$ cat config.mk
export PLATFORM = sky130hd
export DESIGN_NAME = serial_to_can_frame_parser_flat
export DESIGN_NICKNAME = d
export VERILOG_FILES = /design/src/hw/rtl/cfp_pkg.sv /design/src/hw/rtl/cfp_if.sv /design/src/hw/rtl/serial_to_can_frame_parser.sv /design/src/hw/rtl/cfp_cfg.sv /design/src/hw/rtl/cfp_core.sv /design/src/flat_wrapper.sv
export SDC_FILE = /design/constraint.sdc
export NUM_CORES = 1
export LEC_CHECK = 0
export BUFFER_PORTS_ARGS = -buffer_cell sky130_fd_sc_hd__buf_2
export CAP_MARGIN = 20
export CORE_MARGIN = 10
export CORE_UTILIZATION = 40
export CTS_CLUSTER_DIAMETER = 80
export CTS_CLUSTER_SIZE = 14
export DETAILED_ROUTE_END_ITERATION = 6
export PLACE_DENSITY = 0.57
export SLEW_MARGIN = 20
export SYNTH_ARGS = -nofsm -noshare
export SYNTH_HDL_FRONTEND = slang
export SYNTH_SLANG_ARGS = --single-unit
$ cat constraint.sdc
create_clock -name clk_i -period 9.8 [get_ports clk_i]
set_input_delay 0.49 -clock clk_i [delete_from_list [all_inputs] [get_ports clk_i]]
set_output_delay 0.49 -clock clk_i [all_outputs]
set_load 0.05 [all_outputs]
$ cat src/hw/rtl/cfp_pkg.sv
// Shared types and constants for the serial-to-CAN frame parser.
// No dependencies; the parser modules and the testbench import this package.
`timescale 1ns / 1ps

package cfp_pkg;

  localparam int unsigned PayloadBytes = 8;
  localparam int unsigned HeaderBytes  = 7;
  localparam int unsigned PldIdxW      = (PayloadBytes > 1) ? $clog2(PayloadBytes) : 1;

  localparam logic [3:0] PosExtFlag = 4'd4;
  localparam logic [3:0] PosRtrFlag = 4'd5;
  localparam logic [3:0] PosLength  = 4'd6;
  localparam logic [3:0] PosData    = 4'(HeaderBytes);
  localparam logic [3:0] PosClose   = 4'(HeaderBytes + PayloadBytes);

  localparam logic [1:0] CfgStartMarker = 2'd0;
  localparam logic [1:0] CfgEndMarker   = 2'd1;
  localparam logic [1:0] CfgGapTimeout  = 2'd2;

  localparam logic [7:0] StartMarkerRst = 8'd253;
  localparam logic [7:0] EndMarkerRst   = 8'd250;
  localparam logic [7:0] GapTimeoutRst  = 8'd50;
  localparam logic [7:0] GapMax         = 8'hFF;

  localparam logic FuncByte = 1'b0;
  localparam logic FuncTick = 1'b1;

  typedef struct packed {
    logic [7:0] start_marker;
    logic [7:0] end_marker;
    logic [7:0] gap_timeout_ms;
  } cfp_cfg_t;

endpackage

$ cat src/hw/rtl/cfp_if.sv
// Handshake channel interfaces of the frame parser: input items, result items
// and configuration writes. Depends on nothing.
`timescale 1ns / 1ps

interface cfp_in_if;
  logic       valid;
  logic       ready;
  logic       func;
  logic [7:0] rx_byte;

  modport source (output valid, output func, output rx_byte, input ready);
  modport sink (input valid, input func, input rx_byte, output ready);
endinterface

interface cfp_out_if;
  logic        valid;
  logic        ready;
  logic [31:0] msg_id;
  logic [7:0]  extended_flag;
  logic [7:0]  remote_flag;
  logic [7:0]  data_length;
  logic [63:0] payload;

  modport source (output valid, output msg_id, output extended_flag, output remote_flag,
                  output data_length, output payload, input ready);
  modport sink (input valid, input msg_id, input extended_flag, input remote_flag,
                input data_length, input payload, output ready);
endinterface

interface cfp_cfg_if;
  logic       valid;
  logic       ready;
  logic [1:0] index;
  logic [7:0] data;

  modport source (output valid, output index, output data, input ready);
  modport sink (input valid, input index, input data, output ready);
endinterface

$ cat src/hw/rtl/serial_to_can_frame_parser.sv
// Serial-to-CAN frame parser top level: configuration registers and datapath.
// Depends on cfp_pkg, the channel interfaces, cfp_cfg and cfp_core.
//
// Usage:
// The in_i channel carries one item per handshake: a received serial byte
// (func = 0) or a one millisecond tick (func = 1). An idle parser opens a frame
// on the start marker, collects four identifier bytes, two flag bytes, a length
// byte and eight data bytes, and emits one message on out_o when the next byte
// equals the end marker. A byte that arrives after more than the gap timeout of
// ticks aborts the open frame and is then checked as a new start.
// The cfg_i channel writes the start marker, end marker and timeout by index;
// it is always ready and should only be written while the parser is idle.
// An item is registered on acceptance and processed from the input register, so a
// message is registered in the result register before it appears on out_o.
// One item is accepted every cycle while out_o does not stall; the rate is set
// by the combinational state update between the input and result registers.
// When out_o stalls, one further item can be absorbed by the input register,
// after which in_i.ready drops until the result is taken.
// Reset clears the frame state and restores the register defaults 253, 250, 50.
`timescale 1ns / 1ps

module serial_to_can_frame_parser import cfp_pkg::*; (
  input  logic      clk_i,
  input  logic      rst_ni,
  cfp_in_if.sink    in_i,
  cfp_out_if.source out_o,
  cfp_cfg_if.sink   cfg_i
);

  cfp_cfg_t cfg;

  cfp_cfg u_cfg (
    .clk_i  (clk_i),
    .rst_ni (rst_ni),
    .cfg_i  (cfg_i),
    .cfg_o  (cfg)
  );

  cfp_core u_core (
    .clk_i  (clk_i),
    .rst_ni (rst_ni),
    .cfg_i  (cfg),
    .in_i   (in_i),
    .out_o  (out_o)
  );

endmodule

$ cat src/hw/rtl/cfp_cfg.sv
// Configuration registers of the frame parser: start marker, end marker and
// inter-byte timeout. Depends on cfp_pkg and cfp_cfg_if.
`timescale 1ns / 1ps

module cfp_cfg import cfp_pkg::*; (
  input  logic        clk_i,
  input  logic        rst_ni,
  cfp_cfg_if.sink     cfg_i,
  output cfp_cfg_t    cfg_o
);

  cfp_cfg_t cfg_q;

  assign cfg_i.ready = 1'b1;
  assign cfg_o = cfg_q;

  always_ff @(posedge clk_i or negedge rst_ni) begin
    if (!rst_ni) begin
      cfg_q.start_marker   <= StartMarkerRst;
      cfg_q.end_marker     <= EndMarkerRst;
      cfg_q.gap_timeout_ms <= GapTimeoutRst;
    end else if (cfg_i.valid) begin
      unique case (cfg_i.index)
        CfgStartMarker: cfg_q.start_marker   <= cfg_i.data;
        CfgEndMarker:   cfg_q.end_marker     <= cfg_i.data;
        CfgGapTimeout:  cfg_q.gap_timeout_ms <= cfg_i.data;
        default: ;
      endcase
    end
  end

endmodule

$ cat src/hw/rtl/cfp_core.sv
// Frame parser datapath: input register, frame state update and result register.
// Depends on cfp_pkg, cfp_in_if and cfp_out_if.
`timescale 1ns / 1ps

module cfp_core import cfp_pkg::*; (
  input  logic     clk_i,
  input  logic     rst_ni,
  input  cfp_cfg_t cfg_i,
  cfp_in_if.sink   in_i,
  cfp_out_if.source out_o
);

  logic       s1_valid_q;
  logic       s1_func_q;
  logic [7:0] s1_byte_q;

  logic       in_frame_q, in_frame_d;
  logic [3:0] pos_q, pos_d;
  logic [7:0] gap_q, gap_d;
  logic [31:0] id_q;
  logic [7:0]  ext_q;
  logic [7:0]  rtr_q;
  logic [7:0]  len_q;
  logic [7:0]  pld_q [PayloadBytes];

  logic [31:0] res_id_q;
  logic [7:0]  res_ext_q;
  logic [7:0]  res_rtr_q;
  logic [7:0]  res_len_q;
  logic [63:0] res_pld_q;
  logic        res_valid_q;

  logic        advance;
  logic        step;
  logic        is_byte;
  logic        timed_out;
  logic        live;
  logic        store_en;
  logic        emit;
  logic [63:0] pld_packed;
  logic [3:0]  data_off;

  assign advance    = !res_valid_q || out_o.ready;
  assign in_i.ready = !s1_valid_q || advance;
  assign step       = s1_valid_q && advance;

  assign is_byte   = (s1_func_q == FuncByte);
  assign timed_out = in_frame_q && (gap_q > cfg_i.gap_timeout_ms);
  assign live      = in_frame_q && !timed_out;
  assign store_en  = step && is_byte && live && (pos_q != PosClose);
  assign emit      = is_byte && live && (pos_q == PosClose) && (s1_byte_q == cfg_i.end_marker);
  assign data_off  = pos_q - PosData;

  always_comb begin
    in_frame_d = in_frame_q;
    pos_d      = pos_q;
    gap_d      = gap_q;
    if (!is_byte) begin
      if (in_frame_q && gap_q != GapMax) begin
        gap_d = gap_q + 8'd1;
      end
    end else if (live) begin
      gap_d = '0;
      if (pos_q == PosClose) begin
        in_frame_d = 1'b0;
      end else begin
        pos_d = pos_q + 4'd1;
      end
    end else if (s1_byte_q == cfg_i.start_marker) begin
      in_frame_d = 1'b1;
      gap_d      = '0;
      pos_d      = '0;
    end else begin
      in_frame_d = 1'b0;
    end
  end

  always_comb begin
    pld_packed = '0;
    for (int unsigned i = 0; i < PayloadBytes; i++) begin
      pld_packed[8*i +: 8] = pld_q[i];
    end
  end

  always_ff @(posedge clk_i or negedge rst_ni) begin
    if (!rst_ni) begin
      s1_valid_q <= 1'b0;
    end else if (in_i.ready) begin
      s1_valid_q <= in_i.valid;
    end
  end

  always_ff @(posedge clk_i) begin
    if (in_i.ready && in_i.valid) begin
      s1_func_q <= in_i.func;
      s1_byte_q <= in_i.rx_byte;
    end
  end

  always_ff @(posedge clk_i or negedge rst_ni) begin
    if (!rst_ni) begin
      in_frame_q  <= 1'b0;
      pos_q       <= '0;
      gap_q       <= '0;
      res_valid_q <= 1'b0;
    end else begin
      if (step) begin
        in_frame_q <= in_frame_d;
        pos_q      <= pos_d;
        gap_q      <= gap_d;
      end
      if (advance) begin
        res_valid_q <= s1_valid_q && emit;
      end
    end
  end

  always_ff @(posedge clk_i) begin
    if (store_en) begin
      if (pos_q >= PosData) begin
        pld_q[data_off[PldIdxW-1:0]] <= s1_byte_q;
      end else if (pos_q == PosLength) begin
        len_q <= s1_byte_q;
      end else if (pos_q == PosRtrFlag) begin
        rtr_q <= s1_byte_q;
      end else if (pos_q == PosExtFlag) begin
        ext_q <= s1_byte_q;
      end else begin
        id_q[8*pos_q[1:0] +: 8] <= s1_byte_q;
      end
    end
    if (step && emit) begin
      res_id_q  <= id_q;
      res_ext_q <= ext_q;
      res_rtr_q <= rtr_q;
      res_len_q <= len_q;
      res_pld_q <= pld_packed;
    end
  end

  assign out_o.valid         = res_valid_q;
  assign out_o.msg_id        = res_id_q;
  assign out_o.extended_flag = res_ext_q;
  assign out_o.remote_flag   = res_rtr_q;
  assign out_o.data_length   = res_len_q;
  assign out_o.payload       = res_pld_q;

endmodule

$ cat src/flat_wrapper.sv
// flat-port wrapper written by rule: the top's interface ports become plain ports
module serial_to_can_frame_parser_flat import cfp_pkg::*;
  (clk_i, rst_ni, in_i_valid, in_i_func, in_i_rx_byte, in_i_ready, out_o_valid, out_o_msg_id, out_o_extended_flag, out_o_remote_flag, out_o_data_length, out_o_payload, out_o_ready, cfg_i_valid, cfg_i_index, cfg_i_data, cfg_i_ready);
  cfp_in_if in_i_i ();
  cfp_out_if out_o_i ();
  cfp_cfg_if cfg_i_i ();
  input  logic clk_i;
  input  logic rst_ni;
  input wire logic [$bits(in_i_i.valid)-1:0] in_i_valid;
  input wire logic [$bits(in_i_i.func)-1:0] in_i_func;
  input wire logic [$bits(in_i_i.rx_byte)-1:0] in_i_rx_byte;
  output wire logic [$bits(in_i_i.ready)-1:0] in_i_ready;
  output wire logic [$bits(out_o_i.valid)-1:0] out_o_valid;
  output wire logic [$bits(out_o_i.msg_id)-1:0] out_o_msg_id;
  output wire logic [$bits(out_o_i.extended_flag)-1:0] out_o_extended_flag;
  output wire logic [$bits(out_o_i.remote_flag)-1:0] out_o_remote_flag;
  output wire logic [$bits(out_o_i.data_length)-1:0] out_o_data_length;
  output wire logic [$bits(out_o_i.payload)-1:0] out_o_payload;
  input wire logic [$bits(out_o_i.ready)-1:0] out_o_ready;
  input wire logic [$bits(cfg_i_i.valid)-1:0] cfg_i_valid;
  input wire logic [$bits(cfg_i_i.index)-1:0] cfg_i_index;
  input wire logic [$bits(cfg_i_i.data)-1:0] cfg_i_data;
  output wire logic [$bits(cfg_i_i.ready)-1:0] cfg_i_ready;
  assign in_i_i.valid = in_i_valid;
  assign in_i_i.func = in_i_func;
  assign in_i_i.rx_byte = in_i_rx_byte;
  assign in_i_ready = in_i_i.ready;
  assign out_o_valid = out_o_i.valid;
  assign out_o_msg_id = out_o_i.msg_id;
  assign out_o_extended_flag = out_o_i.extended_flag;
  assign out_o_remote_flag = out_o_i.remote_flag;
  assign out_o_data_length = out_o_i.data_length;
  assign out_o_payload = out_o_i.payload;
  assign out_o_i.ready = out_o_ready;
  assign cfg_i_i.valid = cfg_i_valid;
  assign cfg_i_i.index = cfg_i_index;
  assign cfg_i_i.data = cfg_i_data;
  assign cfg_i_ready = cfg_i_i.ready;
  serial_to_can_frame_parser u_core (.clk_i(clk_i), .rst_ni(rst_ni), .in_i(in_i_i), .out_o(out_o_i), .cfg_i(cfg_i_i));
endmodule
==> results.cfg <==
[clock_network]
clk_latency_ps = 510
cts_num_sinks = 288
hold_buffers = 0
cts.htree.levels = 1
cts_made_buffers = 24
clk_pin_slew_ps = 70
cts_root_buffer = clkbuf_16
clockBufferDepth = 3
post_cts_resized = 0
post_cts_buffers = 0
cts_tree = built

[routing]
dr_total_vias = 5054
drt_iter0_drc = 350
via_per_inst = 4.83
drc_errors = 0
wl_per_cell_um = 19.4
drt_wl_total_mm = 20.2
dr.pass1.iters = 4
ant_nets = 0

[die]
die_h_um = 180
num_rows = 58
coreArea_um2 = 25100
die_area_um2 = 32200
num_io_pins = 147
start_util_pct = 40.5
die_w_um = 180

[yosys]
synth.area.top_cells = edfxtp_1, dfrtp_1, dfstp_2
netlist.area_leader.share_pct = 73.5
ys_warn_count = 0
syn_area_per_cell_um2 = 19.3
synth_top_cell_by_area = edfxtp_1
syn-num-nets = 569
syn_inst = 528
synth.cell_area_um2 = 10200
ys_seq_area_share_pct = 83.3
synth-edff-count = 249
synth_cell_types = 46
yosys_most_used_dff = edfxtp_1
async_flop_share_pct = 13.5
synth_seq_cells = 288

[finish]
seq_area_um2 = 8470
area_growth_pct = 18.6
drive_gt1_share_pct = 32.9
design_area_um2 = 12100
layout_common_cells = edfxtp_1, buf_2, and2_1, mux2_2, clkbuf_16
nets = 738
final_util_pct = 48.1
layout_commonest_cell = edfxtp_1
multi_input_area_um2 = 1660
fill_cells = 2114

[sta]
clock_skew_ps = 14.8
period_share_pct = 40.8
fin_ws_ps = 5810
finalSetupViolCount = 0
fmax_mhz = 250
final_hold_viol_count = 0
worst_pin_slew_ps = 953
fin_tns_setup_ps = 0
slew-limit-headroom_pct = 36.4
holdWs_ps = 105
drv_slew = 0
min_period_ps = 3990
grt_setup_unrepaired = no

[worst_hold_path]
hold_class = in -> async

[grt]
antenna_found_initial = 0
grt_remaining_overflow = 0
grt_max_degree = 95
grt_usage_pct = 11.9
grt_pass1_vias = 5195
grt_first_pass_wirelength_mm = 30.6

[power]
leakage_nw = 4.24
peakVddDrop_uv = 113
power.density_nw_per_um2 = 204

[critical_path]
cpLargestDelayFamily = simple AND/OR/NAND/NOR gates
cp-end-kind = register
cp.required_ps = 9930
worst_ep_arrival_time_ps = 4120
cp_max_fo = 94
critPathBufInv = 2
path_cells = inv_1 > ha_1 > nand4_2 > o21ai_2 > nand4_1 > nor2_4 > buf_6
worstSetupPathType = reg -> reg
crit_slowest_cell = nor2_4
cpPeakStageDelay_ps = 860
start_kind = register

[placed_design]
place.gp.congestion = 0.816
post-dp-hpwl_mm = 13.5
port-buffer-count = 145
dp_slack_ps = 5620
dpl-instance-area_um2 = 11300

[job]
drv_cap = 0

[status]
status = finished, final reports clean
## logic make-up after synthesis
group                      share of synthesized area (%)
xor gates and xnor gates                            1.46
muxes                                               2.77
and+or+nand+nor                                     6.54
buffers and inverters                              0.836
other                                             0.0368
adders and majority gates                           2.09
AOI/OAI and AO/OA                                   3.01
DFF                                                 83.3
## metal layers
layer | routed length (um) | GRT usage [%] | share of wire [%] | vias to the layer above
li1 | - | - | - | 2347
met1 | 9310 | 16.4 | 46 | 2510
met4 | 326 | 2.55 | 1.6 | 0
met2 | 9380 | 19.0 | 46 | 167
met5 | 0 | 0 | 0 | -
met3 | 1220 | 2.81 | 6.0 | 30
## worst paths after layout
kind	depth (start not counted)	endpoint	slack, ps	start
max	7	out_o_payload[25]	5810	u_core.u_cfg.cfg_o[5]
min	1	u_core.u_cfg.cfg_o[6]	100	rst_ni
max reg2reg	7	out_o_payload[25]	5810	u_core.u_cfg.cfg_o[5]
min reg2reg	0	u_core.u_core.out_o.remote_flag[1]	420	u_core.u_core.rtr_q[1]
max in group asynchronous	1	u_core.u_core.in_frame_q	9140	rst_ni
min in group clk_i	1	u_core.u_core.s1_byte_q[3]	150	in_i_rx_byte[3]
## stage by stage
stage	cells	total power (W)
after floorplan	528	0.00155
after global placement	1001	0.00161
after detailed placement	1001	0.00162
after CTS	1045	0.00249
after global routing	1045	0.00256
final	1046	0.00246
## final cells by class
| class | count | area share, % |
|---|---|---|
| sequential | 288 | 70.2 |
| multi-input combinational | 220 | 13.8 |
| timing repair buffer | 151 | 6.42 |
| clock buffer | 42 | 5.71 |
| tap | 330 | 3.42 |
| inverter | 12 | 0.373 |
| clock inverter | 2 | 0.0726 |
| antenna | 1 | 0.0207 |
## state kept, by name, indices dropped and copies added (netlist names)
signal,cells
u_core.u_core.out_o.msg_id,32
u_core.u_core.out_o.remote_flag,8
u_core.u_core.ext_q,8
u_core.u_core.pld_q,64
u_core.u_cfg.cfg_o,24
u_core.u_core.pos_q,4
out_o_payload,64
u_core.u_core.len_q,8
u_core.u_core.s1_func_q,1
u_core.u_core.in_frame_q,1
u_core.u_core.out_o.valid,1
u_core.u_core.out_o.data_length,8
u_core.u_core.id_q,32
u_core.u_core.rtr_q,8
u_core.u_core.out_o.extended_flag,8
u_core.u_core.gap_q,8
u_core.u_core.s1_valid_q,1
u_core.u_core.s1_byte_q,8
## where the power goes
| part | switching (W) | total [W] | internal, W |
|---|---|---|---|
| combinational | 0.000102 | 0.000178 | 0.0000764 |
| sequential | 0.0000424 | 0.00142 | 0.00137 |
| clock | 0.000393 | 0.000868 | 0.000475 |
## synthesized netlist by cell type, types with 2 or more instances
library cell / n
o21ai_0: 18
xnor2_1: 9
ha_1: 17
and3_1: 7
mux2_2: 25
edfxtp_1: 249
dfstp_2: 16
a31oi_1: 2
nor3b_2: 2
o2bb2ai_1: 2
and2_1: 33
inv_1: 12
nand3b_1: 4
nand2_1: 9
xor2_1: 8
nor3_1: 8
nand3_1: 10
nand4_1: 7
buf_4: 2
buf_2: 2
a21oi_1: 13
clkbuf_1: 4
nor2b_1: 4
dfrtp_1: 23
nor2_1: 13
nor4_1: 5
nand2b_1: 5
Note: power is estimated with default switching activity, not from simulation.
